`src/hw/rtl/dtpd_ram.sv`:
```
// Generic single-port-write, single-port-read RAM with registered read data.
// No dependencies; holds the child link rows of the trie.
`default_nettype none

module dtpd_ram #(
	parameter int WIDTH = 8,
	parameter int DEPTH = 16
) (
	input  wire logic                     clk,
	input  wire logic                     we,
	input  wire logic [$clog2(DEPTH)-1:0] waddr,
	input  wire logic [WIDTH-1:0]         wdata,
	input  wire logic                     re,
	input  wire logic [$clog2(DEPTH)-1:0] raddr,
	output      logic [WIDTH-1:0]         rdata
);

	logic [WIDTH-1:0] mem_q [DEPTH];

	// Write port
	always_ff @(posedge clk) begin
		if (we) begin
			mem_q[waddr] <= wdata;
		end
	end

	// Registered read port
	always_ff @(posedge clk) begin
		if (re) begin
			rdata <= mem_q[raddr];
		end
	end

endmodule

`default_nettype wire

```
`config.mk`:
```
export PLATFORM = sky130hd
export DESIGN_NAME = dtpd_ram
export DESIGN_NICKNAME = d
export VERILOG_FILES = /design/src/hw/rtl/dtpd_ram.sv
export SDC_FILE = /design/constraint.sdc
export NUM_CORES = 1
export LEC_CHECK = 0
export ABC_AREA = 1
export BUFFER_PORTS_ARGS = -buffer_cell sky130_fd_sc_hd__clkbuf_2
export CAP_MARGIN = 10
export CORE_ASPECT_RATIO = 1.1
export CORE_MARGIN = 2
export CORE_UTILIZATION = 55
export DETAILED_ROUTE_END_ITERATION = 10
export GPL_TIMING_DRIVEN = 1
export HOLD_SLACK_MARGIN = 0.02
export PLACE_DENSITY = 0.73
export SYNTH_ARGS = -nofsm -noshare
export SYNTH_HDL_FRONTEND = slang
export SYNTH_SLANG_ARGS = --single-unit
```
`constraint.sdc`:
```
create_clock -name clk -period 1.45 [get_ports clk]
set_input_delay 0.0725 -clock clk [delete_from_list [all_inputs] [get_ports clk]]
set_output_delay 0.0725 -clock clk [all_outputs]
set_load 0.01 [all_outputs]
```
==> results.md, run 1 <==
- At the end of the flow, the number of nets in the layout was 615.
- For this run the aggregate overflow at the end of global routing stands at 0.
- The most common cell type on the critical path is nand3_1.
- At the later pin of the worst-skew pair, clock insertion delay measures 0.41 ns.
- The synthesized design contains 136 enable-type register cells.
- The number of antenna violations at the first check in global routing is 0.
- After floorplanning, the core was sized to cover 10400 um2.
- The maximum vdd ir drop is 0.718 mV.
- Wires add up to 12800 um.
- The area after detailed placement is 6220 um2.
- The global-route wire length before repair is 19900 um.
- The number of setup violations in the final report is 0.
- The number of max-slew violations in the final report is 0.
- The synthesized netlist devotes 0% of its cell area to compound gates.
- Synthesis produced a netlist whose cell count is 551.
- The combinational family with the most area after synthesis is simple AND/OR/NAND/NOR gates.
- The quantity of hold-fixing buffers added after cts is 0.
- The post-route setup TNS is 0 ns.
- The synthesis warning total is 0.
- The cell area after synthesis is 5850 um2.
- After detailed routing, the average wire length per cell comes to 17.0 um.
- The quantity of I/O buffers inserted on ports is 26.
- In this run the worst hold path is classified as in2reg.
- The power per cell area is 1410 nW/um2.
- Yosys mapped the design onto 11 distinct sky130hd cell types.
- The final HPWL from detailed placement is 7810 um.
- The post-synthesis share of cell area spent on and, or, nand and nor gates is 20.8%.
- The die area is 11500 um2.
- For this run, the leading register cell type out of synthesis is edfxtp_1.
- The largest net degree at the start of global routing is 33.
- For this configuration, the core starts out at a cell density of 56.3%.
- The cell family contributing the most delay on the critical path is simple AND/OR/NAND/NOR gates.
- The average instance in the mapped netlist occupies 10.6 um2.
- The worst path needs 1.18 ns of the cycle, external delays included.
- The number of global-route vias before repair came to 3869.
- The signal on the critical path passes through inv_1 -> nand2_1 -> nand3_1 -> nand3_1 -> nand3_1 -> nand2_1.
- The die height is 112 um.
- The kind of end point of the critical path is a register.
- Yosys attributes the largest share of cell area to edfxtp_1, nand2_1, nand3_1.
- The most used standard cell by instance count after synthesis is nand2_1.
- The count of endpoints failing hold in the final timing report is 0.
- The number of antenna-violating nets in the routed design is 0.
- The critical path start-end classification is reg2reg.
- Setup repair after global routing left no endpoint under its margin.
- For this run, the total global-route usage over all layers was measured as 24.1%.
- The number of gates resized after CTS was 0.
- The synthesized net count is 570.
- The area share of xor/xnor cells in the synthesized design is 0%.
- The count of maximum capacitance violations is 0.
- The portion of synthesized area spent on multiplexers is 0%.
- Clock skew on the completed layout was measured at 0.00826 ns.
- The post-detailed-route DRC marker count is 0.
- The cell taking the most area after synthesis is edfxtp_1.
- The run finished with clean final reports.
- The total via count after detailed routing is 3886.
- In the synthesized netlist, the cells that appear most often are nand2_1, edfxtp_1, inv_1.
- 27 I/O pins were placed.
- Once the clock tree was built, the setup fixing pass inserted 0 buffers.
- The clock buffer count from CTS is 17.
- The clock root buffer is clkbuf_16.
- The worst path uses 81.1% of the clock period.
- The congestion estimate from routability-driven global placement came to 0.887.
- The row count is 39.
- TritonCTS built the clock tree.
- Counting flops with an async set or reset pin after synthesis yields a share of 0%.
- The share of layout cells above drive strength 1 is 13.6%.
- The leakage power is 2.99 nW.
- Sequential elements use 69.8% of the synthesized area.
- On the critical path, the stage with the largest delay is an instance of edfxtp_1.
- STA puts the critical path data required time at 1.62 ns.
- The deepest clock path buffer count is 2.
- The relative slew slack is 58.7%.
- For the pin with the worst max-slew slack, the measured transition is 0.619 ns.
- The synthesis-to-layout area growth is 17.5%.
- The number of vias per cell is 5.17.
- The share of synthesized cell area in full adder, half adder and majority cells is 0%.
- The clock-pin transition on the worst setup and hold timing paths is 0.06 ns.
- The die width is 102 um.
- The initial detailed-routing violation count is 298.
- Summing all non-filler instances in the final layout gives an area of 6870 um2.
- The first detailed-routing pass ran for 5 iterations.
- Based on the critical path, the design can be clocked at up to 850 MHz.
- The clock net sink count is 136.
- The H-tree was split into 4 levels.
- Of all nets on the critical path, the largest fanout is 1.
- The flip-flop and latch count after synthesis is 136.
- STA classifies the critical path startpoint as a register.
- The number of buffer and inverter instances along the worst setup path is 1.
- The critical path arrival is 1.35 ns.
- The area share of the largest cell type after synthesis is 69.8%.
- In this design, the stage delay of the slowest critical-path cell is 0.37 ns.
- The number of antenna diodes in the final layout is 0.
==> worst register-to-register path: stages (launching register included) <==
cell      delay [ns]
edfxtp_1        0.37
inv_1           0.07
nand2_1         0.05
nand3_1         0.08
nand3_1         0.12
nand3_1         0.17
nand2_1         0.07
==> per-layer routing <==
| layer | global-route usage, % | part of all wire (%) |
|---|---|---|
| met5 | 0 | 0 |
| met4 | 10.5 | 2.5 |
| met3 | 5.11 | 7.0 |
| met2 | 39.3 | 51 |
| met1 | 31.1 | 40 |
==> cell families (layout without fill, tap and decap cells) <==
logic type             count (synthesis)  in the layout
AND/OR/NAND/NOR                      289            289
buffers and inverters                126            184
flip-flops                           136            136
==> cells in the final DEF, fill, tap and decap left out, drive strengths merged <==
master / instances
inv: 105
buf: 24
nand3: 97
nor2: 17
nand3b: 2
clkinv: 5
clkbuf: 43
bufinv: 5
edfxtp: 136
nand2: 173
clkinvlp: 2
==> power by group <==
| part | internal [mW] | leakage, nW | switching (mW) |
|---|---|---|---|
| combinational | 0.168 | 1.44 | 0.380 |
| sequential | 4.43 | 1.24 | 0.0255 |
| clock | 3.06 | 0.312 | 1.60 |
| total | 7.65 | 2.99 | 2.01 |
==> area by class of cell <==
cell class              instances  area (um2)
inverters                     102         383
clock inverters                15         223
flip-flops and latches        136        4080
multi-input cells             289        1210
repair buffers                 50         360
clock buffers                  17         425
fillers                       761        3530
well taps                     143         179
==> final timing paths <==
| kind | cells after the start | from | slack (ns) | endpoint |
|---|---|---|---|---|
| max reg2reg | 6 | mem_q[5][1]$_DFFE_PP_ | 0.27 | rdata[1]$_DFFE_PP_ |
| min | 1 | re | 0.06 | rdata[2]$_DFFE_PP_ |
| min reg2reg | 6 | mem_q[11][7]$_DFFE_PP_ | 0.74 | rdata[7]$_DFFE_PP_ |
| max | 6 | mem_q[5][1]$_DFFE_PP_ | 0.27 | rdata[1]$_DFFE_PP_ |
==> through the flow <==
stage	instances	worst slack, ns	hold WS (ns)	utilization (%)	total power [mW]
6_report	752	0.274	0.0633	66.1	9.66
5_1_grt	752	0.239	0.0671	66.1	9.92
2_1_floorplan	551	0.427	0.171	-	4.85
3_3_place_gp	720	0.133	0.488	59.8	5.07
3_5_place_dp	720	0.113	0.484	59.8	5.08
4_1_cts	752	0.283	0.0539	66.1	9.69
==> sequential cells by signal, indices dropped and copies added, names as in the netlist <==
| signal | flops |
|---|---|
| mem_q | 128 |
| rdata | 8 |
(Power assumes the default switching activity.)
==> inputs of run 2 (changes only) <==
- PLACE_DENSITY: 0.73 -> 0.75
- clock period: 1.45 -> 1.05 ns (I/O delays scaled with it)
==> results.md, run 2 (same netlist as run 1, synthesis figures left out) <==
- The flow ran to the end, but the final reports show violations.
- The checks that failed: setup timing.
- Across the run, the number of max-cap violations was 0.
- The deepest clock path buffer count is 2.
- The quantity of I/O buffers inserted on ports is 26.
- The number of global-route vias before repair came to 3971.
- By instance count, the cell type seen most on the critical path is nand3_2.
- The total via count after detailed routing is 4000.
- The count of endpoints failing hold in the final timing report is 0.
- After clock tree synthesis, the clock-pin slew on the worst setup and hold paths is 0.06 ns.
- The share of layout cells above drive strength 1 is 21.6%.
- The critical path arrival is 1.29 ns.
- The highest clock rate is 890 MHz.
- In this run the core area contains 39 standard-cell rows.
- The final worst-path setup slack is -0.0739 ns.
- The starting density of the core is 56.3%.
- The post-route setup TNS is -0.224 ns.
- The post-placement setup slack is -0.219 ns.
- Wire segments on met2 add up to 6590 um in the final route.
- Headroom to the max-slew limit came out at 55.7%.
- The pre-antenna-repair detailed-routing pass consisted of 5 iterations.
- After detailed routing, the wire length on met1 is 5410 um.
- The largest fanout of any net on the critical path is 1.
- In the final design database the tool counted 619 nets.
- In this run the standard cell core region covers 10400 um2.
- Leaving out fill and tap cells, the most frequent cell in the layout is nand2_1.
- The critical path start-end classification is reg2reg.
- At the end of routability-driven placement, the weighted congestion stood at 0.835.
- The library cell contributing the largest single delay on the critical path is edfxtp_1.
- Compared with the post-synthesis result, the final layout area differs by 20.6%.
- The critical path goes through inv_1 -> nand2_1 -> nand3_2 -> nand3_2 -> nand3_2 -> nand2_1.
- The kind of end point of the critical path is a register.
- The most flop-heavy register is mem_q.
- The number of antenna-violating nets in the routed design is 0.
- STA classifies the critical path startpoint as a register.
- The number of flip-flops in the largest register is 128.
- The number of max-slew violations in the final report is 0.
- The post-detailed-route DRC marker count is 0.
- The number of antenna violations at the first check in global routing is 0.
- After detailed routing, no signal wire sits above met4.
- In the layout the commonest cells are nand2_1, edfxtp_1, inv_1, nand3_1, nand3_2.
- The final cell count without fillers is 755.
- The number of antenna cells inserted is 0.
- After detailed routing, the total wire length is 13300 um.
- In the final layout, the registers with the most flip-flops are mem_q (128), rdata (8).
- For this design the ratio of total power to cell area is 1810 nW/um2.
- Entering global routing, the biggest net connects 37 pins.
- The clock buffer count from CTS is 17.
- The minimum hold slack is 0.144 ns.
- The clock net sink count is 136.
- The wire-length estimate of the detail-placed layout is 8180 um.
- Setup repair after global routing could not meet its margin everywhere.
- The placed instances occupy a cell area of 6240 um2.
- Dividing the detail-routed via count by the number of cells gives 5.30.
- The tightest min-delay check is of the in2reg type.
- The highest cell delay on the worst timing path is 0.38 ns.
- The portion of the clock cycle consumed by the worst path in the final layout is 107%.
- The top-level I/O count is 27.
- The finished cells cover 7050 um2.
- The worst clock skew is 0.00898 ns.
- The global-route wire length before repair is 20700 um.
- The analysis attributes to cell leakage a power of 3.06 nW.
- STA puts the critical path data required time at 1.22 ns.
- The number of H-tree levels is 4.
- Global routing finished with a remaining overflow of 0.
- At the pin with the least slew margin, the transition time is 0.664 ns.
- Wire segments on met3 add up to 855 um in the final route.
- The floorplan step defined a die boundary enclosing 11500 um2.
- The clock insertion delay at the later pin of the skew report is 0.41 ns.
- The register-to-register setup slack is -0.07 ns.
- For this block, the initial DRC count from the detailed router was 382.
- The placed instance count is 723.
- The global-route usage over all layers is 24.9%.
- The final critical delay including setup and external delays is 1.12 ns.
- Clock tree synthesis selected as its root buffer the cell clkbuf_16.
- The number of setup violations in the final report is 7.
- The die width is 102 um.
- Dividing the detail-routed wire length by the instance count gives 17.6 um.
- TritonCTS built the clock tree.
- The maximum vdd ir drop is 1.29 mV.
- The die height is 112 um.
run 2: changes by cell type in the layout (fill, tap and decap cells not counted), sizes merged:
| cell | delta |
|---|---|
| buf | +3 |
| clkbuf | +4 |
| dlygate4sd3 | +1 |
| inv | -3 |
| bufinv | -2 |
run 2: layout make-up:
type	count	area [um2]
Clock buffer	21	440
Clock inverter	10	129
Fill cell	770	3340
Inverter	102	383
Multi-Input combinational cell	289	1440
Sequential cell	136	4080
Tap cell	143	179
Timing Repair Buffer	54	393
run 2: routing by layer:
metal  global-route usage, %  vias up
li1                        -     1878
met1                    32.0     1900
met2                    40.8      185
met3                    5.60       37
met4                    10.5        0
met5                       0        -
run 2: path summary, 6_finish.rpt:
kind	startpoint	endpoint	cells after the start
worst max-delay path	mem_q[7][3]$_DFFE_PP_	rdata[3]$_DFFE_PP_	6
worst min-delay path	wdata[0]	mem_q[7][0]$_DFFE_PP_	1
worst max register to register	mem_q[7][3]$_DFFE_PP_	rdata[3]$_DFFE_PP_	6
worst min register to register	mem_q[10][3]$_DFFE_PP_	rdata[3]$_DFFE_PP_	6
run 2: through the flow:
stage	utilization, %	total power, mW
2_1_floorplan	-	6.70
3_3_place_gp	60.1	7.00
3_5_place_dp	60.1	7.03
4_1_cts	67.0	12.8
5_1_grt	67.8	13.1
6_report	67.8	12.8
run 2: where the power goes:
group / internal (mW) / leakage [nW] / total (mW) / switching, mW
sequential: 6.12 / 1.24 / 6.16 / 0.0369
clock: 3.69 / 0.274 / 5.74 / 2.05
combinational: 0.271 / 1.55 / 0.855 / 0.584
total: 10.1 / 3.06 / 12.8 / 2.67
run 2: timing repair:
item	4_1_cts	5_1_grt
hold buffers	1	0
endpoints found under the setup margin	8	10
buffers inserted	0	0
pin swaps	19	17
hold endpoints to repair	5	0
resized for setup	30	21
run 2: worst max-delay path: cells and delay by family, from the launching register on:
family | cells | cell delay [ns]
buffers and inverters | 1 | 0.08
DFF | 1 | 0.38
and+or+nand+nor | 5 | 0.41
